<file path="src/hw/rtl/pta_pkg.sv">
`timescale 1ns / 1ps

package pta_pkg;

    // request codes carried in req_type
    localparam logic [1:0] REQ_INTERNAL = 2'd0;
    localparam logic [1:0] REQ_EXTERNAL = 2'd1;
    localparam logic [1:0] REQ_CLEAR    = 2'd2;
    localparam logic [1:0] REQ_UNUSED   = 2'd3;

    // configuration register indexes
    localparam int CFG_IDX_W = 3;
    localparam logic [CFG_IDX_W-1:0] CFG_SETPOINT  = 3'd0;
    localparam logic [CFG_IDX_W-1:0] CFG_GAIN_P    = 3'd1;
    localparam logic [CFG_IDX_W-1:0] CFG_GAIN_I    = 3'd2;
    localparam logic [CFG_IDX_W-1:0] CFG_GAIN_D    = 3'd3;
    localparam logic [CFG_IDX_W-1:0] CFG_OUT_MAX   = 3'd4;
    localparam logic [CFG_IDX_W-1:0] CFG_OUT_MIN   = 3'd5;
    localparam logic [CFG_IDX_W-1:0] CFG_INT_LIMIT = 3'd6;

    // microseconds per second, and twice that for the trapezoid halving
    localparam int US_PER_S     = 1000000;
    localparam int TWO_US_PER_S = 2000000;

    // sequencer states
    typedef enum logic [4:0] {
        ST_IDLE = 5'b00001,
        ST_MUL  = 5'b00010,
        ST_DIV  = 5'b00100,
        ST_NEXT = 5'b01000,
        ST_DONE = 5'b10000
    } state_t;

    // which quantity the shared serial unit is working on
    typedef enum logic [4:0] {
        PH_INC = 5'b00001,
        PH_DER = 5'b00010,
        PH_P   = 5'b00100,
        PH_I   = 5'b01000,
        PH_D   = 5'b10000
    } phase_t;

endpackage

</file>
<file path="src/hw/rtl/pid_trapezoid_antiwindup.sv">
`timescale 1ns / 1ps

// PID controller step in signed fixed point (Q16.16 by default) with trapezoidal
// integration, a symmetric integral clamp and an output clamp. One word is handled at a
// time by a bit-serial sequencer: a shift-add multiplier (width BW = max(DATA_WIDTH,
// TIME_WIDTH, 21)), shared by all terms, and a restoring divider (width PW =
// DATA_WIDTH+1+BW), used for the integral increment and the derivative. With elapsed_us
// zero the derivative pass is skipped. A clear or unused request goes straight to the
// output stage. The next word is accepted as soon as the sequencer is back in idle,
// while the result may still wait in the output register.
module pid_trapezoid_antiwindup #(
    parameter int DATA_WIDTH = 32,
    parameter int FRAC_BITS  = 16,
    parameter int TIME_WIDTH = 20
) (
    input  logic                          aclk,
    input  logic                          aresetn,
    input  logic                          cfg_we,
    input  logic [pta_pkg::CFG_IDX_W-1:0] cfg_index,
    input  logic [DATA_WIDTH-1:0]         cfg_data,
    input  logic                          s_valid,
    output logic                          s_ready,
    input  logic [1:0]                    s_req_type,
    input  logic [DATA_WIDTH-1:0]         s_feedback,
    input  logic [DATA_WIDTH-1:0]         s_feedback_rate,
    input  logic [TIME_WIDTH-1:0]         s_elapsed_us,
    output logic                          m_valid,
    input  logic                          m_ready,
    output logic [DATA_WIDTH-1:0]         m_control_out,
    output logic                          m_output_clamped,
    output logic                          m_integral_clamped,
    output logic                          m_zero_interval
);
    import pta_pkg::*;

    localparam int DW   = DATA_WIDTH;
    localparam int AW   = DW + 1;
    localparam int BW0  = (DW > TIME_WIDTH) ? DW : TIME_WIDTH;
    localparam int BW   = (BW0 > 21) ? BW0 : 21;
    localparam int PW   = AW + BW;
    localparam int SUMW = PW + 1;
    localparam int CW   = $clog2(PW + 1);

    // configuration
    logic [DW-1:0] sp_reg, gp_reg, gi_reg, gd_reg, omax_reg, omin_reg;
    logic [DW-1:0] sp_next, gp_next, gi_next, gd_next, omax_next, omin_next;
    logic [DW-2:0] lim_reg, lim_next;

    // controller history
    logic [DW-1:0] prev_err_reg, isum_reg, prev_sp_reg;
    logic [DW-1:0] prev_err_next, isum_next, prev_sp_next;

    // sequencer
    state_t          state_reg, state_next;
    phase_t          phase_reg, phase_next;
    logic [1:0]      req_reg, req_next;
    logic [DW-1:0]   fbr_reg, fbr_next;
    logic [TIME_WIDTH-1:0] dt_reg, dt_next;
    logic            zero_reg, zero_next;
    logic [DW-1:0]   err_reg, err_next;
    logic [DW-1:0]   integ_reg, integ_next;
    logic [DW-1:0]   deriv_reg, deriv_next;
    logic            iclamp_reg, iclamp_next;
    logic            neg_reg, neg_next;
    logic [CW-1:0]   cnt_reg, cnt_next;
    logic [AW-1:0]   ma_reg, ma_next;
    logic [AW-1:0]   mhi_reg, mhi_next;
    logic [BW-1:0]   mlo_reg, mlo_next;
    logic [PW-1:0]   num_reg, num_next;
    logic [BW-1:0]   rem_reg, rem_next;
    logic [BW-1:0]   den_reg, den_next;
    logic [SUMW-1:0] sum_reg, sum_next;

    // output register
    logic            m_valid_reg, m_valid_next;
    logic [DW-1:0]   m_out_reg, m_out_next;
    logic            m_oc_reg, m_oc_next, m_ic_reg, m_ic_next, m_zi_reg, m_zi_next;

    // error, saturated
    logic [DW:0]   ediff;
    logic [DW-1:0] err_sat;
    assign ediff   = {sp_reg[DW-1], sp_reg} - {s_feedback[DW-1], s_feedback};
    assign err_sat = (ediff[DW] != ediff[DW-1]) ? {ediff[DW], {(DW-1){~ediff[DW]}}}
                                                : ediff[DW-1:0];

    // error sum for the trapezoid and its magnitude
    logic [AW-1:0] esum, esum_mag;
    assign esum     = {err_sat[DW-1], err_sat} + {prev_err_reg[DW-1], prev_err_reg};
    assign esum_mag = esum[AW-1] ? (~esum + AW'(1)) : esum;

    // difference for the derivative
    logic [AW-1:0] ddiff, ddiff_mag;
    assign ddiff = (req_reg == REQ_INTERNAL)
                   ? ({err_reg[DW-1], err_reg} - {prev_err_reg[DW-1], prev_err_reg})
                   : ({sp_reg[DW-1], sp_reg} - {prev_sp_reg[DW-1], prev_sp_reg});
    assign ddiff_mag = ddiff[AW-1] ? (~ddiff + AW'(1)) : ddiff;

    // multiplier step: add on the high half, shift right
    logic [AW:0] msum;
    assign msum = {1'b0, mhi_reg} + (mlo_reg[0] ? {1'b0, ma_reg} : {(AW+1){1'b0}});

    // divider step: restoring, one quotient bit per cycle
    logic [BW:0] trial, tdiff;
    logic        tge;
    assign trial = {rem_reg, num_reg[PW-1]};
    assign tdiff = trial - {1'b0, den_reg};
    assign tge   = (trial >= {1'b0, den_reg});

    // signed quotient and signed product
    logic [PW:0] qs, ps;
    assign qs = neg_reg ? (~{1'b0, num_reg} + (PW+1)'(1)) : {1'b0, num_reg};
    assign ps = neg_reg ? (~{1'b0, mhi_reg, mlo_reg} + (PW+1)'(1))
                        : {1'b0, mhi_reg, mlo_reg};

    // integral update and clamp
    logic [PW+1:0] integ_w, lim_w, nlim_w;
    logic          igt, ilt;
    assign integ_w = {{(PW+2-DW){isum_reg[DW-1]}}, isum_reg} + {qs[PW], qs};
    assign lim_w   = {{(PW+3-DW){1'b0}}, lim_reg};
    assign nlim_w  = ~lim_w + (PW+2)'(1);
    assign igt     = $signed(integ_w) > $signed(lim_w);
    assign ilt     = $signed(integ_w) < $signed(nlim_w);

    // rate quotient saturated, and the external derivative
    logic          q_ok;
    logic [DW-1:0] qsat, ext_sat;
    logic [DW:0]   edr;
    assign q_ok    = (&qs[PW:DW-1]) || ~(|qs[PW:DW-1]);
    assign qsat    = q_ok ? qs[DW-1:0] : {qs[PW], {(DW-1){~qs[PW]}}};
    assign edr     = {qsat[DW-1], qsat} - {fbr_reg[DW-1], fbr_reg};
    assign ext_sat = (edr[DW] != edr[DW-1]) ? {edr[DW], {(DW-1){~edr[DW]}}} : edr[DW-1:0];

    // magnitudes of the gains and terms
    logic [DW-1:0] gi_mag, gd_mag, gp_mag, err_mag, integ_mag, deriv_mag;
    assign gp_mag    = gp_reg[DW-1]    ? (~gp_reg + DW'(1))    : gp_reg;
    assign gi_mag    = gi_reg[DW-1]    ? (~gi_reg + DW'(1))    : gi_reg;
    assign gd_mag    = gd_reg[DW-1]    ? (~gd_reg + DW'(1))    : gd_reg;
    assign err_mag   = err_reg[DW-1]   ? (~err_reg + DW'(1))   : err_reg;
    assign integ_mag = integ_reg[DW-1] ? (~integ_reg + DW'(1)) : integ_reg;
    assign deriv_mag = deriv_reg[DW-1] ? (~deriv_reg + DW'(1)) : deriv_reg;

    // final scaling and output clamp
    logic [SUMW-1:0] sum_sh, omax_w, omin_w;
    logic            ogt, olt;
    assign sum_sh = $signed(sum_reg) >>> FRAC_BITS;
    assign omax_w = {{(SUMW-DW){omax_reg[DW-1]}}, omax_reg};
    assign omin_w = {{(SUMW-DW){omin_reg[DW-1]}}, omin_reg};
    assign ogt    = $signed(sum_sh) > $signed(omax_w);
    assign olt    = $signed(sum_sh) < $signed(omin_w);

    logic is_step;
    assign is_step = (req_reg == REQ_INTERNAL) || (req_reg == REQ_EXTERNAL);

    assign s_ready            = (state_reg == ST_IDLE);
    assign m_valid            = m_valid_reg;
    assign m_control_out      = m_out_reg;
    assign m_output_clamped   = m_oc_reg;
    assign m_integral_clamped = m_ic_reg;
    assign m_zero_interval    = m_zi_reg;

    // next-state logic
    always_comb begin
        sp_next = sp_reg;   gp_next = gp_reg;     gi_next = gi_reg;   gd_next = gd_reg;
        omax_next = omax_reg; omin_next = omin_reg; lim_next = lim_reg;
        prev_err_next = prev_err_reg; isum_next = isum_reg; prev_sp_next = prev_sp_reg;
        state_next = state_reg; phase_next = phase_reg; req_next = req_reg;
        fbr_next = fbr_reg; dt_next = dt_reg; zero_next = zero_reg; err_next = err_reg;
        integ_next = integ_reg; deriv_next = deriv_reg; iclamp_next = iclamp_reg;
        neg_next = neg_reg; cnt_next = cnt_reg; ma_next = ma_reg; mhi_next = mhi_reg;
        mlo_next = mlo_reg; num_next = num_reg; rem_next = rem_reg; den_next = den_reg;
        sum_next = sum_reg;
        m_valid_next = m_valid_reg; m_out_next = m_out_reg;
        m_oc_next = m_oc_reg; m_ic_next = m_ic_reg; m_zi_next = m_zi_reg;

        // configuration writes
        if (cfg_we) begin
            case (cfg_index)
                CFG_SETPOINT:  sp_next   = cfg_data;
                CFG_GAIN_P:    gp_next   = cfg_data;
                CFG_GAIN_I:    gi_next   = cfg_data;
                CFG_GAIN_D:    gd_next   = cfg_data;
                CFG_OUT_MAX:   omax_next = cfg_data;
                CFG_OUT_MIN:   omin_next = cfg_data;
                CFG_INT_LIMIT: lim_next  = cfg_data[DW-2:0];
                default: ;
            endcase
        end

        if (m_valid_reg && m_ready) begin
            m_valid_next = 1'b0;
        end

        case (state_reg)
            ST_IDLE: begin
                if (s_valid) begin
                    req_next  = s_req_type;
                    fbr_next  = s_feedback_rate;
                    dt_next   = s_elapsed_us;
                    zero_next = (s_elapsed_us == '0);
                    if (s_req_type == REQ_CLEAR) begin
                        prev_err_next = '0;
                        isum_next     = '0;
                        prev_sp_next  = '0;
                        state_next    = ST_DONE;
                    end else if (s_req_type == REQ_UNUSED) begin
                        state_next = ST_DONE;
                    end else begin
                        // increment: |e + e_prev| * dt
                        err_next   = err_sat;
                        neg_next   = esum[AW-1];
                        ma_next    = esum_mag;
                        mhi_next   = '0;
                        mlo_next   = BW'(s_elapsed_us);
                        cnt_next   = '0;
                        phase_next = PH_INC;
                        state_next = ST_MUL;
                    end
                end
            end

            ST_MUL: begin
                mhi_next = msum[AW:1];
                mlo_next = {msum[0], mlo_reg[BW-1:1]};
                cnt_next = cnt_reg + CW'(1);
                if (cnt_reg == CW'(BW - 1)) begin
                    cnt_next = '0;
                    if (phase_reg == PH_INC || phase_reg == PH_DER) begin
                        num_next   = {msum[AW:1], msum[0], mlo_reg[BW-1:1]};
                        rem_next   = '0;
                        den_next   = (phase_reg == PH_INC) ? BW'(TWO_US_PER_S)
                                                           : BW'(dt_reg);
                        state_next = ST_DIV;
                    end else begin
                        state_next = ST_NEXT;
                    end
                end
            end

            ST_DIV: begin
                rem_next = tge ? tdiff[BW-1:0] : trial[BW-1:0];
                num_next = {num_reg[PW-2:0], tge};
                cnt_next = cnt_reg + CW'(1);
                if (cnt_reg == CW'(PW - 1)) begin
                    cnt_next   = '0;
                    state_next = ST_NEXT;
                end
            end

            ST_NEXT: begin
                mhi_next = '0;
                cnt_next = '0;
                state_next = ST_MUL;
                case (phase_reg)
                    PH_INC: begin
                        iclamp_next = igt || ilt;
                        integ_next  = igt ? {1'b0, lim_reg}
                                    : ilt ? (~{1'b0, lim_reg} + DW'(1))
                                    : integ_w[DW-1:0];
                        if (zero_reg) begin
                            deriv_next = '0;
                            ma_next    = {1'b0, gp_mag};
                            mlo_next   = BW'(err_mag);
                            neg_next   = gp_reg[DW-1] ^ err_reg[DW-1];
                            sum_next   = '0;
                            phase_next = PH_P;
                        end else begin
                            ma_next    = ddiff_mag;
                            mlo_next   = BW'(US_PER_S);
                            neg_next   = ddiff[AW-1];
                            phase_next = PH_DER;
                        end
                    end
                    PH_DER: begin
                        deriv_next = (req_reg == REQ_INTERNAL) ? qsat : ext_sat;
                        ma_next    = {1'b0, gp_mag};
                        mlo_next   = BW'(err_mag);
                        neg_next   = gp_reg[DW-1] ^ err_reg[DW-1];
                        sum_next   = '0;
                        phase_next = PH_P;
                    end
                    PH_P: begin
                        sum_next   = sum_reg + ps;
                        ma_next    = {1'b0, gi_mag};
                        mlo_next   = BW'(integ_mag);
                        neg_next   = gi_reg[DW-1] ^ integ_reg[DW-1];
                        phase_next = PH_I;
                    end
                    PH_I: begin
                        sum_next   = sum_reg + ps;
                        ma_next    = {1'b0, gd_mag};
                        mlo_next   = BW'(deriv_mag);
                        neg_next   = gd_reg[DW-1] ^ deriv_reg[DW-1];
                        phase_next = PH_D;
                    end
                    PH_D: begin
                        sum_next   = sum_reg + ps;
                        state_next = ST_DONE;
                    end
                    default: state_next = ST_IDLE;
                endcase
            end

            ST_DONE: begin
                // load the output word once the register is free
                if (!m_valid_reg || m_ready) begin
                    m_valid_next = 1'b1;
                    state_next   = ST_IDLE;
                    if (is_step) begin
                        m_out_next = ogt ? omax_reg : olt ? omin_reg : sum_sh[DW-1:0];
                        m_oc_next  = ogt || olt;
                        m_ic_next  = iclamp_reg;
                        m_zi_next  = zero_reg;
                        prev_err_next = err_reg;
                        isum_next     = integ_reg;
                        if (req_reg == REQ_EXTERNAL) begin
                            prev_sp_next = sp_reg;
                        end
                    end else begin
                        m_out_next = '0;
                        m_oc_next  = 1'b0;
                        m_ic_next  = 1'b0;
                        m_zi_next  = 1'b0;
                    end
                end
            end

            default: state_next = ST_IDLE;
        endcase
    end

    // control and history registers
    always_ff @(posedge aclk) begin
        if (!aresetn) begin
            sp_reg <= '0; gp_reg <= '0; gi_reg <= '0; gd_reg <= '0;
            omax_reg <= '0; omin_reg <= '0; lim_reg <= '0;
            prev_err_reg <= '0; isum_reg <= '0; prev_sp_reg <= '0;
            state_reg   <= ST_IDLE;
            phase_reg   <= PH_INC;
            m_valid_reg <= 1'b0;
            cnt_reg     <= '0;
        end else begin
            sp_reg <= sp_next; gp_reg <= gp_next; gi_reg <= gi_next; gd_reg <= gd_next;
            omax_reg <= omax_next; omin_reg <= omin_next; lim_reg <= lim_next;
            prev_err_reg <= prev_err_next; isum_reg <= isum_next;
            prev_sp_reg  <= prev_sp_next;
            state_reg   <= state_next;
            phase_reg   <= phase_next;
            m_valid_reg <= m_valid_next;
            cnt_reg     <= cnt_next;
        end
    end

    // datapath registers
    always_ff @(posedge aclk) begin
        req_reg <= req_next; fbr_reg <= fbr_next; dt_reg <= dt_next;
        zero_reg <= zero_next; err_reg <= err_next; integ_reg <= integ_next;
        deriv_reg <= deriv_next; iclamp_reg <= iclamp_next; neg_reg <= neg_next;
        ma_reg <= ma_next; mhi_reg <= mhi_next; mlo_reg <= mlo_next;
        num_reg <= num_next; rem_reg <= rem_next; den_reg <= den_next;
        sum_reg <= sum_next;
        m_out_reg <= m_out_next; m_oc_reg <= m_oc_next;
        m_ic_reg <= m_ic_next; m_zi_reg <= m_zi_next;
    end

endmodule

</file>
<file path="config.mk">
export PLATFORM = sky130hd
export DESIGN_NAME = pid_trapezoid_antiwindup
export DESIGN_NICKNAME = d
export VERILOG_FILES = /design/src/hw/rtl/pta_pkg.sv /design/src/hw/rtl/pid_trapezoid_antiwindup.sv
export SDC_FILE = /design/constraint.sdc
export NUM_CORES = 2
export LEC_CHECK = 0
export BUFFER_PORTS_ARGS = -buffer_cell sky130_fd_sc_hd__buf_2
export CAP_MARGIN = 20
export CORE_ASPECT_RATIO = 1.5
export CORE_MARGIN = 2
export CORE_UTILIZATION = 55
export DETAILED_ROUTE_END_ITERATION = 10
export PLACE_DENSITY = 0.72
export SETUP_SLACK_MARGIN = 0.02
export SYNTH_ARGS = -nofsm -noshare
export SYNTH_HDL_FRONTEND = slang
export SYNTH_SLANG_ARGS = --single-unit
</file>
<file path="constraint.sdc">
create_clock -name aclk -period 15.8 [get_ports aclk]
set_input_delay 1.58 -clock aclk [delete_from_list [all_inputs] [get_ports aclk]]
set_output_delay 1.58 -clock aclk [all_outputs]
set_load 0.1 [all_outputs]
</file>
# After elaboration in Yosys (flattened, before gate mapping)
# Cells that the tools add are included.
# Widths: inputs -> output; s select.
# classes
eq_ne	35
n_shift	0
bitwise_logic	21
n_lt_le_gt_ge	5
n_mux	90
div_mod_pow	0
add_sub_neg	22
reduce_logical	44
multipliers	0
# op_table
operator	n
$mux 32	30
$mux 33	11
$pmux 32 s2	5
$add 32x1->32 const B	7
$mux 66	3
$pmux 66 s3	1
$not 32->32	6
$add 66x1->66 const B	2
$not 65->66	2
$pmux 33 s4	1
$sub 32x32->33	4
$mux 65	2
$pmux 65 s2	1
$pmux 32 s4	1
$pmux 33 s3	1
$pmux 32 s3	1
$add 32x66->67	1
$add 67x1->67 const B	1
$gt 67x32->1	1
$lt 67x67->1	1
$not 31->67	1
$add 33x1->33 const B	2
$add 66x66->66	1
$not 33->33	2
other kinds (58)	129
# totals
elab_cells	253
mem_count	0
in_bits	126
out_inout_bits	37
mem_bits_ro	0
ramBits	0
regBits	818
latch_bits	0

# Depth between registers and ports, before layout
# logic_depth
depth_word	12
ltp_mapped	37
depth_no_buf	35

# Worst setup path after synthesis
# Ideal clock, no wire load.
# synth_timing
path_kind	input to register
start	input s_feedback[0]
end	register ma_reg[31], data pin
path_slack_ps	6970
cell_stages	32
setup_time_ps	272
required_time_ps	15528
arrival_ps	8558
cell_sequence	ha_1 inv_1 fa_1 a21o_1 a21o_1 a21oi_1 o21bai_1 a21oi_1 o311ai_0 a221o_1 a21oi_1 nand3b_1 a31oi_1 a41o_1 o2bb2ai_1 nor2_1 clkbuf_1 o21ai_0 ha_1 a211oi_1 o211ai_1 a41oi_1 o21ai_1 a31o_2 a21o_1 a21oi_1 xnor2_1 or4_1 or2_2 o41ai_1 xnor2_1 a21oi_1
# synth_between
elab_chain_cells	11
# synth_rtl
item	line_no	rtl
start, declared	pid_trapezoid_antiwindup.sv:24	input logic [DATA_WIDTH-1:0] s_feedback,
$sub 32x32->33 (*)	pid_trapezoid_antiwindup.sv:82	assign ediff = {sp_reg[DW-1], sp_reg} - {s_feedback[DW-1], s_feedback};
$ne 1x1->1 / $not 1->1 (equally long branches)	pid_trapezoid_antiwindup.sv:83	assign err_sat = (ediff[DW] != ediff[DW-1]) ? {ediff[DW], {(DW-1){~ediff[DW]}}}
$mux 32 (*)	pid_trapezoid_antiwindup.sv:83	
net err_sat[1]	pid_trapezoid_antiwindup.sv:81	logic [DW-1:0] err_sat;
$add 32x32->33 (*)	pid_trapezoid_antiwindup.sv:88	assign esum = {err_sat[DW-1], err_sat} + {prev_err_reg[DW-1], prev_err_reg};
$not 33->33	pid_trapezoid_antiwindup.sv:89	assign esum_mag = esum[AW-1] ? (~esum + AW'(1)) : esum;
$add 33x1->33	pid_trapezoid_antiwindup.sv:89	
$mux 33 (*)	pid_trapezoid_antiwindup.sv:89	
$mux 33 (*)	pid_trapezoid_antiwindup.sv:205	end else if (s_req_type == REQ_UNUSED) begin
$mux 33 (*)	pid_trapezoid_antiwindup.sv:200	if (s_req_type == REQ_CLEAR) begin
$mux 33 (*)	pid_trapezoid_antiwindup.sv:195	if (s_valid) begin
$pmux 33 s2 (*)	pid_trapezoid_antiwindup.sv:193	case (state_reg)
net ma_next[31]	pid_trapezoid_antiwindup.sv:66	logic [AW-1:0] ma_reg, ma_next;
end signal, assigned	pid_trapezoid_antiwindup.sv:358	ma_reg <= ma_next; mhi_reg <= mhi_next; mlo_reg <= mlo_next;
end, declared	pid_trapezoid_antiwindup.sv:66	
# Mark *: on every way through the listed nets, which the timed path passes. The rest lies on a longest branch. The select of a mux whose other input is x is not followed.
# A chain may end at the register's enable or synchronous reset.

# Final worst setup path
# layout_timing
start	register num_reg[4]
end	register deriv_reg[2], data pin
# layout_between
elab_chain_cells	12
# layout_rtl
item	line_no	rtl
start, declared	pid_trapezoid_antiwindup.sv:69	logic [PW-1:0] num_reg, num_next;
start signal, assigned	pid_trapezoid_antiwindup.sv:359	num_reg <= num_next; rem_reg <= rem_next; den_reg <= den_next;
$not 65->66	pid_trapezoid_antiwindup.sv:111	assign qs = neg_reg ? (~{1'b0, num_reg} + (PW+1)'(1)) : {1'b0, num_reg};
$add 66x1->66	pid_trapezoid_antiwindup.sv:111	
$mux 66 (*)	pid_trapezoid_antiwindup.sv:111	
$reduce_or 35->1	pid_trapezoid_antiwindup.sv:128	assign q_ok = (&qs[PW:DW-1]) || ~(|qs[PW:DW-1]);
$not 1->1	pid_trapezoid_antiwindup.sv:128	
$logic_or 1x1->1	pid_trapezoid_antiwindup.sv:128	
$mux 32 (*)	pid_trapezoid_antiwindup.sv:129	assign qsat = q_ok ? qs[DW-1:0] : {qs[PW], {(DW-1){~qs[PW]}}};
$sub 32x32->33	pid_trapezoid_antiwindup.sv:130	assign edr = {qsat[DW-1], qsat} - {fbr_reg[DW-1], fbr_reg};
$ne 1x1->1 / $not 1->1 (equally long branches)	pid_trapezoid_antiwindup.sv:131	assign ext_sat = (edr[DW] != edr[DW-1]) ? {edr[DW], {(DW-1){~edr[DW]}}} : edr[DW-1:0];
$mux 32	pid_trapezoid_antiwindup.sv:131	
$mux 32 (*)	pid_trapezoid_antiwindup.sv:274	deriv_next = (req_reg == REQ_INTERNAL) ? qsat : ext_sat;
$pmux 32 s2 (*)	pid_trapezoid_antiwindup.sv:253	case (phase_reg)
end signal, assigned	pid_trapezoid_antiwindup.sv:357	deriv_reg <= deriv_next; iclamp_reg <= iclamp_next; neg_reg <= neg_next;
end, declared	pid_trapezoid_antiwindup.sv:62	logic [DW-1:0] deriv_reg, deriv_next;
# Every way passes the cells marked *; elsewhere a longest branch is shown, timed or not.

==> metrics.csv <==
stage,metric,value,unit
run_status,status,finished with violations,
run_status,violated checks,DRC,
route,Residual DRC,2,
power_and_ir_drop,Static Leak,28.2,nW
finish,share of layout cells above drive strength 1,0.0662,
logic_synthesis,syn_nets,8665,
floorplan,die span in y,428,microns
logic_synthesis,Yosys Warn Count,0,
hold_path,HP Class,reg2reg,
setup_path,slowest library cell on the worst path,nor4b_1,
logic_synthesis,synthesized area per cell,8.27,sq um
finish,layout net count,8627,
logic_synthesis,top_reg_cell synth,edfxtp_1,
timing,Peak Freq,99.8,MHz
global_route,maximum number of pins on one net before global-route repair,198,
place,routability cong.,1.06,
place,number of port buffers,162,
timing,Final Hold Viols,0,
timing,period utilization,0.634,
floorplan,row count,155,
route,post-DR wirelength/cell,26.3,microns
global_route,global-route wire length before repair,369000,microns
setup_path,critical path startpoint category,register,
timing,final setup TNS,0,ns
route,DR pass1 iterations,11,
finish,fin cells,9587,
floorplan,Initial Util,0.554,
timing,Setup Skew,0.0600,ns
place,DP HPWL,195000,microns
logic_synthesis,count of cell types in the netlist,97,
timing,min setup slack post-route,5.78,ns
timing,Rel. slew slack,0.109,
floorplan,Ports,163,
logic_synthesis,"top cells by count, synth","nand2_1, ha_1, nor2_1",
setup_path,"setup slack, reg-to-reg",5.78,ns
logic_synthesis,post-synth top area share,0.214,
power_and_ir_drop,VDD IR max,0.0884,mV
setup_path,crit path buf inv count,4,
global_route,Tot GR Track Use,0.400,
setup_path,CP max stage delay,0.68,ns
logic_synthesis,Synth area leader,edfxtp_1,
route,via count,61800,
finish,Layout area overhead,8.02,%
timing,RSZ-0062 raised after global routing,no,
route,drt total wl,252000,microns
logic_synthesis,most frequent cell after synthesis,nand2_1,
setup_path,crit path DAT,10.50,ns
logic_synthesis,number of enable flip-flop cells after synthesis,470,
floorplan,die area,123000,sq um
finish,max reg flops,66,
timing,minimum clock period,10.02,ns
clock_network,"Clk Latency, worst-skew pair",0.75,ns
clock_network,CTS root buf,clkbuf_16,
timing,final setup fails,0,
flow_run,Max-Cap Viols,0,
logic_synthesis,most area-consuming cells after synthesis,"edfxtp_1, ha_1, dfxtp_1",
setup_path,Critical Path RT,16.28,ns
clock_network,number of H-tree levels,3,
logic_synthesis,Async SR Flop Fraction,0,
clock_network,Post-CTS Setup Bufs,0,
floorplan,core area,119000,sq um
clock_network,CTS sink count,807,
logic_synthesis,Synth Register Bits,807,
setup_path,Worst Setup Path Type,reg2reg,
route,Detail Route Antenna Nets,0,
clock_network,post-CTS sizing,0,
route,Initial DRC Count,5828,
route,Via density,6.45,
power_and_ir_drop,Power per Cell Area,92.2,nW/um^2
clock_network,Post-CTS Hold Fix Bufs,0,
logic_synthesis,Mapped Cells,7977,
global_route,number of global-route vias before repair,59400,
setup_path,crit-path max FO,35,
finish,Fillers,10800,
setup_path,Crit path max-delay family,simple AND/OR/NAND/NOR gates,
global_route,global route overflow,0,
place,dpl ws,5.62,ns
logic_synthesis,Synth Cell Area,66000,sq um
clock_network,total CTS buffers,87,
clock_network,clk slew on worst S/H paths,0.06,ns
clock_network,TritonCTS clock tree,yes,
setup_path,crit end category,register,
timing,Pins Over Slew Limit,0,
place,Inst Count DP,9409,
timing,Worst-Margin Slew,1.33,ns
floorplan,Chip Width,287,microns
power_and_ir_drop,total power,6.57,mW
global_route,initial antenna violation count,11,
logic_synthesis,register area share after synthesis,0.316,
clock_network,CTS Buffer Depth,3,
-- kinds of logic after synthesis --
kind of cell / share of synthesized area
xor+xnor: 0.0892
buf+inv: 0.0479
flops: 0.316
fa+ha+maj: 0.109
simple gates: 0.194
compound gates: 0.229
mux: 0.0147
-- layout make-up --
class                   instances  area (sq um)  share of cell area
multi-input cells            6339         42100               0.591
repair buffers                272          1740              0.0244
flip-flops and latches        807         20900               0.293
diodes                          7          17.5            0.000246
clock inverters                42           467             0.00655
clock buffers                 118          2480              0.0347
inverters                     432          1620              0.0227
well taps                    1570          1960              0.0276
-- layout by cell type (no fill, tap or decap), types with 83 or more instances in the layout --
master and count:
clkbuf_16 91, nand4_1 89, inv_1 431, nand2_1 1128, nand2b_1 83, buf_2 163
a21boi_0 338, nor2_1 503, a21oi_1 478, nor2b_1 91, edfxtp_1 470, xor2_1 281
nand3_1 219, buf_4 98, nor3_1 116, a21o_1 231, ha_1 553, dfxtp_1 337
xnor2_1 390, o21ai_0 420, o31ai_1 118, mux2i_1 90
-- worst reg2reg max path: cells and delay by family, from the launching register on --
kind            cells  cell delay [ns]
compound gates     13             3.48
flops               1             0.44
mux                 1             0.15
simple gates       12             3.75
xor+xnor            1             0.17
fa+ha+maj           2             0.68
buf+inv             4             1.11
-- per-layer routing --
| metal | routed length, microns | vias to the layer above | GRT usage | part of all wire |
|---|---|---|---|---|
| met5 | 26 | - | 0 | 0.00010 |
| met4 | 27900 | 4 | 0.380 | 0.11 |
| met3 | 18400 | 875 | 0.0662 | 0.073 |
| li1 | - | 28800 | - | - |
| met1 | 88000 | 29400 | 0.433 | 0.35 |
| met2 | 118000 | 2748 | 0.659 | 0.47 |
-- final timing paths --
check	depth (start not counted)	from	endpoint
worst max-delay path	33	num_reg[4]$_DFFE_PP_	deriv_reg[2]$_SDFFCE_PN0P_
worst min-delay path	2	prev_sp_reg[2]$_SDFFE_PN0P_	prev_sp_reg[2]$_SDFFE_PN0P_
worst max register to register	33	num_reg[4]$_DFFE_PP_	deriv_reg[2]$_SDFFCE_PN0P_
worst min register to register	2	prev_sp_reg[2]$_SDFFE_PN0P_	prev_sp_reg[2]$_SDFFE_PN0P_
-- power by group --
part	internal [mW]	switching (mW)	total [mW]
clock	1.20	0.970	2.17
sequential	2.33	0.0851	2.41
combinational	0.643	1.35	1.99
total	4.17	2.41	6.57
-- per-stage QoR --
step | utilization | hold WS, ns | area, sq um
final | 0.599 | 0.463 | 71300
after global routing | 0.599 | 0.485 | 71300
after CTS | 0.597 | 0.465 | 71100
after detailed placement | 0.573 | 0.457 | 68200
after global placement | 0.572 | 0.450 | 68100
after floorplan | - | 0.441 | 66000
(Power assumes the default switching activity.)
